--- src/sv/psfl_ram.sv ---
// ----------------------------------------------------------------------------
// psfl_ram
// Generic simple dual-port RAM, one write port, registered read.
// ----------------------------------------------------------------------------
`timescale 1ns / 1ps
`default_nettype none

module psfl_ram #(
    parameter int WIDTH = 8,
    parameter int DEPTH = 16
) (
    input  wire logic                     i_clk,
    input  wire logic                     i_we,
    input  wire logic [$clog2(DEPTH)-1:0] i_waddr,
    input  wire logic [WIDTH-1:0]         i_wdata,
    input  wire logic [$clog2(DEPTH)-1:0] i_raddr,
    output logic      [WIDTH-1:0]         o_rdata
);
    logic [WIDTH-1:0] r_mem [DEPTH];

    always_ff @(posedge i_clk) begin
        if (i_we) begin
            r_mem[i_waddr] <= i_wdata;
        end
        o_rdata <= r_mem[i_raddr];
    end
endmodule

`default_nettype wire

--- config.mk ---
export PLATFORM = sky130hd
export DESIGN_NAME = psfl_ram
export DESIGN_NICKNAME = d
export VERILOG_FILES = /design/src/sv/psfl_ram.sv
export SDC_FILE = /design/constraint.sdc
export NUM_CORES = 1
export LEC_CHECK = 0
export ABC_AREA = 1
export BUFFER_PORTS_ARGS = -buffer_cell sky130_fd_sc_hd__buf_2
export CORE_ASPECT_RATIO = 0.7
export CORE_MARGIN = 5
export CORE_UTILIZATION = 43
export CTS_BUF_LIST = sky130_fd_sc_hd__clkbuf_8
export DETAILED_ROUTE_END_ITERATION = 12
export GPL_ROUTABILITY_DRIVEN = 0
export HOLD_SLACK_MARGIN = 0.03
export PLACE_DENSITY = 0.61
export SYNTH_ARGS = -nofsm -noshare
export SYNTH_HDL_FRONTEND = slang
export SYNTH_SLANG_ARGS = --single-unit
--- constraint.sdc ---
create_clock -name i_clk -period 1.2 [get_ports i_clk]
set_input_delay 0.24 -clock i_clk [delete_from_list [all_inputs] [get_ports i_clk]]
set_output_delay 0.24 -clock i_clk [all_outputs]
set_load 0.02 [all_outputs]
# [Word-level counts from Yosys, hierarchy flattened]
# Memories as Yosys holds them, arrays and structs flattened. A register that Yosys moved wholly into a read port is not among the register bits.
# Index checks and enable logic that the tools add are counted.
[word_totals] ff_bits=0 latchBits=0 ramBits=128 rom_bits=0 input_bits=18 out_inout_bits=8 elab_cells=3 mem_count=1
[memory_table] name="r_mem" words=16 width=8 read_ports=1 rd_ports_with_merged_regs=1 write_ports=1 line_no="19" text="logic [WIDTH-1:0] r_mem [DEPTH];"
[op_classes] addsub=0 mul=0 div_mod_pow=0 magnitude_cmp=0 n_eq_ne=0 shifts=0 n_mux=2 bitwise_logic=0 n_reduce_logical=0
[ops] op="two-way mux 1 bit" count=2

# [Depth between registers and ports, before layout]
[depth] depth_word=2 ltp_mapped=8 depth_no_buf=7

# [Worst setup path before layout]
# OpenSTA, ideal clock, no wires.
[synth_timing] path_type="input to register" from="input i_waddr[3]" to="memory r_mem[4][0] (enable)" setup_time_ps=370 t_arrival_ps=821 t_required_ps=830 slack_ps=9 cell_stages=2 n_path_buf=0 path_cell_list="nand3b_1 > nor2_1"
[synth_lines] element="start, declared" line_no="14" text="input wire logic [$clog2(DEPTH)-1:0] i_waddr,"
[synth_lines] element="end, declared" line_no="19"
# No word-level cell before the write port.

# [Final worst setup path]
[layout_timing] from="register o_rdata[7], read port of r_mem" to="output o_rdata[7]"
[layout_lines] element="start, declared" line_no="17" text="output logic [WIDTH-1:0] o_rdata"
# No word-level cell between the ends.

==> flow_metrics.py <==
metrics = {
    "synth": {
        "ys_seq_elements": 136,
        "ys_warn_count": 0,
        "syn-num-nets": 569,
        "synthCells": 551,
        "synth.largest_area_cell": "edfxtp_1",
        "synthTopCellsByCount": "173 x nand2_1, 128 x edfxtp_1, 100 x inv_1",
        "async_reset_ff_frac": 0,
        "synth_edf_count": 128,
        "synthMostInstantiatedCell": "nand2_1",
        "synth_flop_cell": "edfxtp_1",
        "syn_area_per_cell_sq_um": 10.5,
        "synth_area_leaders": "edfxtp_1 67%, nand2_1 11%, nand3_1 8.4%",
        "synthesis.area_sq_um": 5770,
        "yosysTopAreaCellShare": 0.667,
        "yosysUniqueCellTypes": 12,
        "ys_seq_area_frac": 0.694,
    },
    "timing": {
        "finalHoldViolations": 0,
        "hold_slack_ns": 0.118,
        "rsz0062_at_grt": "false",
        "setup_tns_ns": 0,
        "period_minus_slack_ns": 1.15,
        "finalWorstSetupSlack_ns": 0.0451,
        "setup_viol": 0,
        "tightest_slew_ns": 0.403,
        "slew_viol_final": 0,
        "fmax_mhz": 866,
        "fin_crit_sh": 0.962,
        "skew_ns": 0.0120,
        "slew_headroom": 0.732,
    },
    "floorplan": {
        "die-area_sq_um": 15900,
        "initial_utilization": 0.439,
        "row_count": 35,
        "die_h_microns": 107,
        "die_w_microns": 148,
        "core_sq_um": 13100,
        "io_pins": 26,
    },
    "global_routing": {
        "grt_overflow": 0,
        "grt_pass1_vias": 3802,
        "grt_use_total": 0.179,
        "grt_max_degree": 65,
        "antenna_found_initial": 0,
        "grt_first_pass_wirelength_mm": 21.0,
    },
    "worst_setup_path": {
        "worstSetupPathType": "flip-flop to output pin",
        "worstPathMaxFanout": 1,
        "cp_top_family": "flip-flops",
        "cp-end-kind": "output pin",
        "r2r_cells": 6,
        "startpoint_type": "flip-flop",
        "crit_arrival_ns": 0.91,
        "cpMaxStageDelayCell": "dfxtp_1",
        "cp.required_ns": 0.96,
        "worstPathCellList": "buf_6",
        "timing.rr.start": "r_mem[5][3]$_DFFE_PP_",
        "cp_num_buf_inv": 1,
        "r2r_end": "o_rdata[3]$_DFF_P_",
        "reg2reg_slack_ns": 0.12,
        "critical_path.max_stage_delay_ns": 0.35,
    },
    "routing": {
        "routed_wl_mm": 13.2,
        "drc": 0,
        "ant_nets": 0,
        "dr.pass1.iters": 5,
        "vias": 3853,
        "drtIter0Drc": 387,
        "via_per_inst": 4.97,
        "wl_per_cell_microns": 17.0,
    },
    "worst_hold_path": {
        "hold_path_depth": 3,
        "worstHoldEndpoint": "o_rdata[3]$_DFF_P_",
        "min_path_type": "input pin to flip-flop",
        "hold_path_startpoint": "i_raddr[3]",
    },
    "placement": {
        "placed_area_sq_um": 6190,
        "place.port_buffers": 25,
        "place_hpwl_mm": 8.24,
        "pre_cts_slack_ns": -0.173,
        "dp_cells": 744,
    },
    "power": {
        "p_per_area_nw_per_um2": 1480,
        "peakVddDrop_uv": 706,
        "p_total_mw": 9.73,
        "p_leak_nw": 2.89,
    },
    "clock_tree": {
        "clkTransAtPathRegs_ns": 0.07,
        "clock-sinks": 136,
        "cts_tree": "done",
        "clockRootBuffer": "clkbuf_8",
        "cts-htree-levels": 4,
        "cts_inserted_buffers": 17,
        "clockBufferDepth": 2,
        "clk_latency_ns": 0.44,
    },
    "layout": {
        "final_util": 0.502,
        "antenna_cells": 0,
        "seqCellArea_sq_um": 4000,
        "multi_input_area_sq_um": 1220,
        "area_delta_synth_final_pct": 14.3,
        "final_cells": 776,
        "drive_gt1_frac": 0.136,
        "n_fill_cell": 1227,
        "fin_area_sq_um": 6590,
        "fin_nets": 615,
    },
    "outcome": {
        "status": "completed",
    },
    "job": {
        "max_cap_violations": 0,
    },
}
per-layer routing:
layer  GRT usage  vias up  share of wire
met5           0        -              0
met4      0.0481        0          0.011
met3      0.0431       14          0.070
met2       0.260      144           0.44
met1       0.270     1836           0.48
li1            -     1859              -
flip-flops by register name, indices dropped and copies added (netlist names):
signal and flops:
o_rdata 8, r_mem 128
worst max path at each step:
stage / cells past startpoint / from / endpoint
after floorplan: 2 / i_waddr[3] / r_mem[4][0]$_DFFE_PP_
after global placement: 7 / i_raddr[0] / o_rdata[0]$_DFF_P_
after CTS: 1 / o_rdata[6]$_DFF_P_ / o_rdata[6]
after detailed placement: 7 / i_raddr[0] / o_rdata[0]$_DFF_P_
after global routing: 1 / o_rdata[4]$_DFF_P_ / o_rdata[4]
final: 1 / o_rdata[7]$_DFF_P_ / o_rdata[7]
power breakdown:
part | switching [mW] | total [mW] | internal (mW)
Combinational | 0.506 | 0.731 | 0.224
Sequential | 0.0283 | 5.33 | 5.30
Clock | 1.70 | 3.66 | 1.97
cells in the final DEF (no fill, tap or decap), types with 5 or more instances in the layout:
| cell type | n |
|---|---|
| buf_12 | 5 |
| clkinv_2 | 5 |
| nand2_1 | 173 |
| nand3_1 | 96 |
| edfxtp_1 | 128 |
| nor2_1 | 17 |
| clkbuf_8 | 20 |
| buf_2 | 23 |
| dfxtp_1 | 8 |
| buf_4 | 22 |
| inv_1 | 103 |
what timing repair did:
action,CTS,global route
buffers inserted,0,0
hold buffers,0,0
gates resized for setup,1,3
setup endpoints to repair,1,3
final cells by class:
| cell class | instances | area share |
|---|---|---|
| timing repair buffer | 51 | 0.0594 |
| sequential | 136 | 0.607 |
| tap | 166 | 0.0315 |
| clock buffer | 20 | 0.0418 |
| clock inverter | 12 | 0.0169 |
| multi-input combinational | 289 | 0.185 |
| inverter | 102 | 0.0581 |
cell families (layout without fill, tap and decap cells):
kind of cell	count (synthesis)	in the layout	share of synthesized area
flip-flops	136	136	0.694
buffers and inverters	126	185	0.0952
AND/OR/NAND/NOR	289	289	0.210
No activity file was read; power rests on OpenSTA's default activity.
